**src/hw/rtl/wsm_pkg.sv**
```systemverilog
`timescale 1ns / 1ps
// ----------------------------------------------------------------------------
// wsm_pkg: shared definitions of the wildcard star pattern matcher
// sizes of the element store and position vector, byte and command codes,
// and the word passed from the front queue to the back engine
// ----------------------------------------------------------------------------
package wsm_pkg;

	localparam int MAX_PAT = 32;
	localparam int POS_W   = MAX_PAT + 1;
	localparam int LEN_W   = $clog2(MAX_PAT + 1);
	localparam int IDX_W   = (MAX_PAT > 1) ? $clog2(MAX_PAT) : 1;

	localparam logic [7:0] DOT_BYTE  = 8'h2E;
	localparam logic [7:0] STAR_BYTE = 8'h2A;

	localparam logic [1:0] CMD_PATTERN = 2'd0;
	localparam logic [1:0] CMD_TEXT    = 2'd1;
	localparam logic [1:0] CMD_RESTART = 2'd2;

	localparam logic [1:0] KIND_CHAR    = 2'd0;
	localparam logic [1:0] KIND_STAR    = 2'd1;
	localparam logic [1:0] KIND_TEXT    = 2'd2;
	localparam logic [1:0] KIND_RESTART = 2'd3;

	typedef struct packed {
		logic [1:0] kind;
		logic [7:0] value;
		logic       first;
		logic       is_dot;
	} op_t;

endpackage

```
**src/hw/rtl/wsm_front.sv**
```systemverilog
`timescale 1ns / 1ps
// ----------------------------------------------------------------------------
// wsm_front: input classifier and operation queue
// sorts each accepted word into pattern element, star, text byte or restart,
// drops unused commands and holds up to two operations for the back engine
// ----------------------------------------------------------------------------
module wsm_front (
	input  logic            clk,
	input  logic            arst_n,
	input  logic            in_valid,
	output logic            in_stall,
	input  logic [1:0]      command,
	input  logic [7:0]      byte_value,
	input  logic            first,
	output logic            op_valid,
	output wsm_pkg::op_t    op,
	input  logic            op_pop
);

	wsm_pkg::op_t op_in;
	logic         keep;
	logic         push;
	wsm_pkg::op_t buf_q [2];
	logic         wr_ptr_q;
	logic         rd_ptr_q;
	logic [1:0]   count_q;

	always_comb begin
		op_in.value  = byte_value;
		op_in.first  = 1'b0;
		op_in.is_dot = (byte_value == wsm_pkg::DOT_BYTE);
		op_in.kind   = wsm_pkg::KIND_TEXT;
		keep         = 1'b1;
		case (command)
			wsm_pkg::CMD_PATTERN: begin
				op_in.first = first;
				op_in.kind  = (byte_value == wsm_pkg::STAR_BYTE) ?
					wsm_pkg::KIND_STAR : wsm_pkg::KIND_CHAR;
			end
			wsm_pkg::CMD_TEXT: begin
				op_in.kind = wsm_pkg::KIND_TEXT;
			end
			wsm_pkg::CMD_RESTART: begin
				op_in.kind = wsm_pkg::KIND_RESTART;
			end
			default: begin
				keep = 1'b0;
			end
		endcase
	end

	assign in_stall = (count_q == 2'd2);
	assign push     = in_valid && !in_stall && keep;
	assign op_valid = (count_q != 2'd0);
	assign op       = buf_q[rd_ptr_q];

	always_ff @(posedge clk) begin
		if (push) begin
			buf_q[wr_ptr_q] <= op_in;
		end
	end

	always_ff @(posedge clk or negedge arst_n) begin
		if (!arst_n) begin
			wr_ptr_q <= 1'b0;
			rd_ptr_q <= 1'b0;
			count_q  <= 2'd0;
		end else begin
			if (push) begin
				wr_ptr_q <= ~wr_ptr_q;
			end
			if (op_pop) begin
				rd_ptr_q <= ~rd_ptr_q;
			end
			case ({push, op_pop})
				2'b10:   count_q <= count_q + 2'd1;
				2'b01:   count_q <= count_q - 2'd1;
				default: count_q <= count_q;
			endcase
		end
	end

	assert property (@(posedge clk) disable iff (!arst_n)
		op_pop |-> op_valid)
		else $error("queue popped while empty");

	assert property (@(posedge clk) disable iff (!arst_n)
		count_q != 2'd3)
		else $error("queue count out of range");

	assert property (@(posedge clk) disable iff (!arst_n)
		(count_q == 2'd0) |-> (wr_ptr_q == rd_ptr_q))
		else $error("queue pointers disagree while empty");

endmodule

```
**src/hw/rtl/wsm_back.sv**
```systemverilog
`timescale 1ns / 1ps
// ----------------------------------------------------------------------------
// wsm_back: element store and bit-parallel position vector
// keeps the pattern elements, steps the closed position vector one text byte per cycle
// while not held by out_stall, and registers the match result toward the output channel
// ----------------------------------------------------------------------------
module wsm_back (
	input  logic            clk,
	input  logic            arst_n,
	input  logic            op_valid,
	input  wsm_pkg::op_t    op,
	output logic            op_pop,
	output logic            out_valid,
	input  logic            out_stall,
	output logic            match,
	output logic            overflow
);

	logic [7:0]                 chars_q [wsm_pkg::MAX_PAT];
	logic [wsm_pkg::MAX_PAT-1:0] wild_q;
	logic [wsm_pkg::MAX_PAT-1:0] star_q;
	logic [wsm_pkg::LEN_W-1:0]  len_q;
	logic                       ovf_q;
	// closure of the empty text, kept up to date as elements arrive
	logic [wsm_pkg::POS_W-1:0]  init_q;
	// active positions, always stored with the star closure applied
	logic [wsm_pkg::POS_W-1:0]  active_q;
	logic                       out_valid_q;
	logic                       match_q;
	logic                       overflow_q;

	logic                       is_pattern;
	logic                       gives_result;
	logic                       pop_text;
	logic                       pop_restart;
	logic                       pop_pattern;
	logic [wsm_pkg::LEN_W-1:0]  base_len;
	logic [wsm_pkg::LEN_W-1:0]  new_len;
	logic                       base_ovf;
	logic                       new_ovf;
	logic [wsm_pkg::POS_W-1:0]  base_init;
	logic [wsm_pkg::POS_W-1:0]  new_init;
	logic [wsm_pkg::IDX_W-1:0]  wr_idx;
	logic [wsm_pkg::IDX_W-1:0]  star_idx;
	logic                       wr_char;
	logic                       wr_star;

	logic [wsm_pkg::MAX_PAT-1:0] live;
	logic [wsm_pkg::MAX_PAT-1:0] hit;
	logic [wsm_pkg::POS_W-1:0]  nxt;
	logic [wsm_pkg::POS_W-1:0]  prop;
	logic [wsm_pkg::POS_W-1:0]  gen;
	logic [wsm_pkg::POS_W-1:0]  sum;
	logic [wsm_pkg::POS_W-1:0]  closed;

	assign is_pattern   = (op.kind == wsm_pkg::KIND_CHAR) || (op.kind == wsm_pkg::KIND_STAR);
	assign gives_result = !is_pattern;
	assign op_pop       = op_valid && (is_pattern || !out_valid_q || !out_stall);
	assign pop_pattern  = op_pop && is_pattern;
	assign pop_text     = op_pop && (op.kind == wsm_pkg::KIND_TEXT);
	assign pop_restart  = op_pop && (op.kind == wsm_pkg::KIND_RESTART);

	// pattern element update
	always_comb begin
		base_len  = op.first ? '0 : len_q;
		base_ovf  = op.first ? 1'b0 : ovf_q;
		base_init = op.first ? wsm_pkg::POS_W'(1) : init_q;
		new_len   = base_len;
		new_ovf   = base_ovf;
		new_init  = base_init;
		wr_idx    = base_len[wsm_pkg::IDX_W-1:0];
		star_idx  = wsm_pkg::IDX_W'(base_len - wsm_pkg::LEN_W'(1));
		wr_char   = 1'b0;
		wr_star   = 1'b0;
		if (op.kind == wsm_pkg::KIND_CHAR) begin
			if (base_len < wsm_pkg::LEN_W'(wsm_pkg::MAX_PAT)) begin
				wr_char           = 1'b1;
				new_len           = base_len + wsm_pkg::LEN_W'(1);
				new_init[new_len] = 1'b0;
			end else begin
				new_ovf = 1'b1;
			end
		end else if (op.kind == wsm_pkg::KIND_STAR) begin
			if (base_len != '0) begin
				wr_star            = 1'b1;
				new_init[base_len] = base_init[base_len] |
					base_init[base_len - wsm_pkg::LEN_W'(1)];
			end
		end
	end

	// text step: literal or wildcard hits, then closure over starred elements
	always_comb begin
		for (int i = 0; i < wsm_pkg::MAX_PAT; i++) begin
			live[i] = (wsm_pkg::LEN_W'(i) < len_q);
			hit[i]  = active_q[i] && live[i] && (wild_q[i] || (chars_q[i] == op.value));
		end
		nxt  = {1'b0, hit & star_q} | {hit & ~star_q, 1'b0};
		// carry chain: a starred element passes its position on to the next one
		prop = {1'b0, star_q & live};
		gen  = prop & nxt;
		sum  = prop + gen;
		closed = nxt | (sum ^ prop ^ gen);
	end

	always_ff @(posedge clk) begin
		if (pop_pattern && wr_char) begin
			chars_q[wr_idx] <= op.value;
			wild_q[wr_idx]  <= op.is_dot;
		end
	end

	always_ff @(posedge clk) begin
		if (pop_pattern && wr_char) begin
			star_q[wr_idx] <= 1'b0;
		end else if (pop_pattern && wr_star) begin
			star_q[star_idx] <= 1'b1;
		end
	end

	always_ff @(posedge clk or negedge arst_n) begin
		if (!arst_n) begin
			len_q    <= '0;
			ovf_q    <= 1'b0;
			init_q   <= wsm_pkg::POS_W'(1);
			active_q <= wsm_pkg::POS_W'(1);
		end else if (pop_pattern) begin
			len_q    <= new_len;
			ovf_q    <= new_ovf;
			init_q   <= new_init;
			active_q <= new_init;
		end else if (pop_restart) begin
			active_q <= init_q;
		end else if (pop_text) begin
			active_q <= closed;
		end
	end

	always_ff @(posedge clk or negedge arst_n) begin
		if (!arst_n) begin
			out_valid_q <= 1'b0;
		end else if (op_pop && gives_result) begin
			out_valid_q <= 1'b1;
		end else if (!out_stall) begin
			out_valid_q <= 1'b0;
		end
	end

	always_ff @(posedge clk) begin
		if (pop_restart) begin
			match_q    <= init_q[len_q] && !ovf_q;
			overflow_q <= ovf_q;
		end else if (pop_text) begin
			match_q    <= closed[len_q] && !ovf_q;
			overflow_q <= ovf_q;
		end
	end

	assign out_valid = out_valid_q;
	assign match     = match_q;
	assign overflow  = overflow_q;

	assert property (@(posedge clk) disable iff (!arst_n)
		out_valid_q |-> !(match_q && overflow_q))
		else $error("match reported while pattern overflowed");

	assert property (@(posedge clk) disable iff (!arst_n)
		len_q <= wsm_pkg::LEN_W'(wsm_pkg::MAX_PAT))
		else $error("pattern length beyond capacity");

	assert property (@(posedge clk) disable iff (!arst_n)
		init_q[0])
		else $error("empty text lost position zero");

	assert property (@(posedge clk) disable iff (!arst_n)
		pop_pattern |=> (active_q == init_q))
		else $error("pattern load did not reset text positions");

	assert property (@(posedge clk) disable iff (!arst_n)
		(out_valid_q && out_stall && op_pop) |-> is_pattern)
		else $error("result popped while output held");

endmodule

```
**src/hw/rtl/wildcard_star_pattern_matcher_top.sv**
```systemverilog
`timescale 1ns / 1ps
// ----------------------------------------------------------------------------
// wildcard_star_pattern_matcher_top: whole-string '.' and '*' pattern matcher
// pattern bytes load elements, text bytes step an NFA, one result per text
// byte or restart
// ----------------------------------------------------------------------------
// usage
// - input words (command, byte_value, first) are taken when in_valid is high
//   and in_stall is low; command 0 loads a pattern byte ('.' any byte, '*'
//   repeats the element before it), first on a pattern byte starts a new one
// - command 1 steps one text byte, command 2 restarts the text; each gives
//   one output word (match, overflow), command 0 and 3 give none
// - the output word is registered at the edge that takes the word out of
//   the two-entry front queue
// - throughput: one word per cycle unless out_stall holds the output; the position
//   vector is updated by one compare row and one carry chain per cycle in the back engine
// - out_stall holds the output word; the queue keeps taking words until it
//   holds two, then in_stall rises
// - reset empties the queue, clears the pattern length and overflow flag and
//   sets the text to empty; element storage is left as is
// ----------------------------------------------------------------------------
module wildcard_star_pattern_matcher_top (
	input  logic       clk,
	input  logic       arst_n,
	input  logic       in_valid,
	output logic       in_stall,
	input  logic [1:0] command,
	input  logic [7:0] byte_value,
	input  logic       first,
	output logic       out_valid,
	input  logic       out_stall,
	output logic       match,
	output logic       overflow
);

	logic         op_valid;
	logic         op_pop;
	wsm_pkg::op_t op;

	wsm_front u_front (
		.clk        (clk),
		.arst_n     (arst_n),
		.in_valid   (in_valid),
		.in_stall   (in_stall),
		.command    (command),
		.byte_value (byte_value),
		.first      (first),
		.op_valid   (op_valid),
		.op         (op),
		.op_pop     (op_pop)
	);

	wsm_back u_back (
		.clk       (clk),
		.arst_n    (arst_n),
		.op_valid  (op_valid),
		.op        (op),
		.op_pop    (op_pop),
		.out_valid (out_valid),
		.out_stall (out_stall),
		.match     (match),
		.overflow  (overflow)
	);

endmodule

```
**config.mk**
```make
export PLATFORM = sky130hd
export DESIGN_NAME = wildcard_star_pattern_matcher_top
export DESIGN_NICKNAME = d
export VERILOG_FILES = /design/src/hw/rtl/wsm_pkg.sv /design/src/hw/rtl/wsm_front.sv /design/src/hw/rtl/wsm_back.sv /design/src/hw/rtl/wildcard_star_pattern_matcher_top.sv
export SDC_FILE = /design/constraint.sdc
export NUM_CORES = 1
export LEC_CHECK = 0
export BUFFER_PORTS_ARGS = -buffer_cell sky130_fd_sc_hd__clkbuf_2
export CAP_MARGIN = 30
export CORE_MARGIN = 5
export CORE_UTILIZATION = 50
export CTS_CLUSTER_SIZE = 10
export DETAILED_ROUTE_END_ITERATION = 6
export GPL_TIMING_DRIVEN = 0
export HOLD_SLACK_MARGIN = 0.08
export MAX_ROUTING_LAYER = met4
export PLACE_DENSITY = 0.75
export SLEW_MARGIN = 5
export SYNTH_ARGS = -nofsm -noshare
export SYNTH_HDL_FRONTEND = slang
export SYNTH_HIERARCHICAL = 1
export SYNTH_SLANG_ARGS = --single-unit
export TNS_END_PERCENT = 10
```
**constraint.sdc**
```tcl
create_clock -name clk -period 7.5 [get_ports clk]
set_input_delay 1.5 -clock clk [delete_from_list [all_inputs] [get_ports clk]]
set_output_delay 1.5 -clock clk [all_outputs]
set_load 0.01 [all_outputs]
```
==> impl_metrics.tcl <==
set metrics [dict create \
    first_pass_iters 7 \
    drive_gt1_share_pct 9.77 \
    h-tree-depth 2 \
    synth_top_area_cell "edfxtp_1" \
    viasPerCell 6.51 \
    synth_nets 2144 \
    cts_tree "built" \
    synth_seq_cells 423 \
    ctsLongestPathBuffers 3 \
    placed_area_um2 24100 \
    root_buffer "clkbuf_16" \
    pwr-share-seq_pct 35.9 \
    crit_required_ns 7.99 \
    final_cell_area_um2 25600 \
    synth_edf_count 346 \
    finalNetCount 2233 \
    grt_pass1_vias 17600 \
    cts.repair.resized 0 \
    clk_pin_slew_ns 0.06 \
    crit_arrival_ns 7.89 \
    wire_per_inst_um 27.3 \
    die_h_um 225 \
    cts-hold-fix-buffers 0 \
    power_switching_uw 3760 \
    yosysTopAreaCellShare_pct 45.1 \
    reg2reg_setup_slack_ns 0.10 \
    routed_wl_mm 77.3 \
    clock_skew_ns 0.0347 \
    cp_max_fo 10 \
    grt_pass1_wl_mm 114 \
    power.internal_uw 5450 \
    yosys_warnings 6 \
    die_w_um 225 \
    period_share_pct 98.7 \
    pwr-share-comb_pct 40.0 \
    core_um2 45500 \
    async_reset_ff_share_pct 18.2 \
    port_buffers 18 \
    layout_min_cycle_time_ns 7.40 \
    antenna_found_initial 0 \
    grt_overflow 0 \
    violations "design-rule violations" \
    synth.avg_cell_area_um2 10.9 \
    power.share.clock_pct 24.1 \
    track_usage_pct 31.0 \
    ys.flop_type "edfxtp_1" \
    ant_nets 0 \
    rsz0062_at_grt "false" \
    initial_core_util_pct 50.6 \
    grt_max_degree 58 \
    critPathLaunchType "flop" \
    synth_cell_types 96 \
    critPathKind "reg2reg" \
    sw_frac_of_total_pct 40.8 \
    n_antenna_cell 0 \
    die_area_um2 50500 \
    cap_viol_max_count 0 \
    clk_latency_ns 0.60 \
    setup_viol 0 \
    drc 5 \
    max_slew.worst_pin.slew_ns 1.03 \
    hold_class "reg2reg" \
    routabilityCongestion 1.04 \
    rows 78 \
    p_leak_uw 0.00905 \
    synth_area_um2 23000 \
    ios 19 \
    status "finished with violations" \
    synthTopCellsByArea "edfxtp_1 (45%), xor2_1 (8.4%), dfrtp_1 (8.1%)" \
    num_vias 18400 \
    endpoint_kind "flop" \
    max_freq_mhz 135 \
    ir_worst_vdd_v 0.000316 \
    power_density_nw_per_um2 360 \
    holdWs_ns 0.476 \
    cts_setup_buffers 0 \
    syn_inst 2122 \
    hold_viol 0 \
    slew_headroom_pct 30.5 \
    dp_hpwl_mm 54.9 \
    syn_to_final_growth_pct 11.1 \
    cts_sinks 423 \
    slew_violations 0 \
    drt_iter0_drc 2403 \
    cts_buffers 50 \
    fill_cells 3871 \
    seq_area_frac_synth_pct 53.5 \
]
[path summary, 6_finish.rpt]
check,from,to,depth (start not counted)
min in group asynchronous,arst_n,u_back/init_q[27],1
max reg2reg,u_front/rd_ptr_q,u_back/active_q[18],20
min reg2reg,u_front/count_q[1],u_front/count_q[1],1
min,u_front/count_q[1],u_front/count_q[1],1
max in group asynchronous,arst_n,u_back/init_q[0],2
max,u_front/rd_ptr_q,u_back/active_q[18],20
[cells in the mapped netlist, types with 10 or more instances]
| master | number |
|---|---|
| and3_1 | 14 |
| nand4_1 | 35 |
| mux4_2 | 18 |
| and2_1 | 15 |
| nor2_1 | 183 |
| nand3_1 | 41 |
| nand2b_1 | 30 |
| edfxtp_1 | 346 |
| nand2_1 | 265 |
| buf_2 | 18 |
| o21a_1 | 15 |
| a311oi_1 | 11 |
| o211ai_1 | 15 |
| o31ai_1 | 10 |
| nor2b_1 | 25 |
| or3_1 | 11 |
| xnor2_1 | 46 |
| buf_6 | 17 |
| nor3b_1 | 12 |
| dfrtp_1 | 75 |
| a31oi_1 | 28 |
| o21ai_0 | 115 |
| nor3_1 | 35 |
| a211oi_1 | 17 |
| mux2_1 | 10 |
| a21oi_1 | 102 |
| xor2_1 | 221 |
| mux2i_1 | 15 |
| inv_1 | 32 |
| clkbuf_1 | 59 |
| mux2_2 | 10 |
| nor4_1 | 61 |
[stage by stage]
| stage | setup WS (ns) | utilization, % | std cells | power [µW] | setup TNS [ns] |
|---|---|---|---|---|---|
| finish | 0.101 | 56.3 | 2831 | 9200 | 0 |
| global route | 0.0602 | 56.3 | 2831 | 9540 | 0 |
| CTS | 0.146 | 56.2 | 2828 | 9100 | 0 |
| detailed placement | 0.177 | 53.0 | 2756 | 6870 | 0 |
| global placement | -0.111 | 52.5 | 2740 | 6770 | -0.150 |
| floorplan | 2.45 | - | 2122 | 5430 | 0 |
[cells by family (layout without fill, tap and decap cells)]
family / after synthesis / count (layout) / synth area share (%)
AOI/OAI and AO/OA: 444 / 444 / 12.8
DFF: 423 / 423 / 53.5
and+or+nand+nor: 781 / 781 / 16.6
buffers and inverters: 147 / 256 / 3.21
muxes: 53 / 53 / 3.39
xor gates and xnor gates: 267 / 267 / 10.2
adders and majority gates: 7 / 7 / 0.380
[state kept, by name, summed over array words and instances (netlist names), 2 cells and up]
name and flops:
u_back/chars_q 256, u_back/init_q 33, u_back/active_q 32, u_back/star_q 32
u_back/wild_q 32, u_front/buf_q 24, u_back/len_q 6, u_front/count_q 2
[critical path, stage by stage (launching register included)]
cell,delay [ns]
dfrtp_1,0.44
buf_4,0.22
mux2_1,0.32
clkbuf_1,0.44
clkinv_1,0.48
clkbuf_2,0.39
clkbuf_1,0.35
nand2_1,0.20
ha_1,0.16
clkbuf_1,0.42
inv_1,0.30
nor2_1,0.28
o21ai_0,0.17
a21oi_1,0.80
a22oi_1,0.34
nand4_1,0.22
a2111oi_4,0.13
or2_2,0.43
o311ai_0,0.80
o21ai_0,0.20
o21ai_0,0.18
[power by group through the flow]
stage | logic [µW] | registers [µW] | clock network [µW]
detailed placement | 3530 | 3340 | 0
global route | 3870 | 3320 | 2350
floorplan | 2210 | 3220 | 0
finish | 3680 | 3300 | 2220
global placement | 3420 | 3350 | 0
CTS | 3550 | 3300 | 2250
[final cells by class]
class                      count  area [µm²]  area share [%]
sequential                   423       12300            48.1
multi-input combinational   1552       10000            39.1
clock buffer                  64        1370            5.33
tap                          600         751            2.93
buffer                       110         603            2.36
timing repair buffer          37         304            1.19
inverter                      37         139           0.543
clock inverter                 8         104           0.406
[routing by layer]
| metal | GRT usage, % | wire (µm) | vias up |
|---|---|---|---|
| met5 | - | 0 | - |
| met4 | 8.94 | 2430 | 0 |
| met3 | 5.55 | 7790 | 175 |
| met2 | 46.0 | 34700 | 1053 |
| met1 | 44.1 | 32400 | 9197 |
| li1 | - | - | 8017 |
[placed cells by master (no fill, tap or decap), drive strengths merged, types with 26 or more instances in the layout]
cell type  Yosys  routed
o21ai        119     119
nand4         35      35
inv           33      34
nor3          36      36
a21oi        103     103
edfxtp       346     346
nor2b         26      26
nand2        265     265
dfrtp         75      75
nand2b        30      30
clkbuf        61     143
nor2         183     183
nand3         41      41
xor2         221     221
a31oi         28      28
xnor2         46      46
buf           49      67
nor4          62      62
Note: power is estimated with default switching activity, not from simulation.
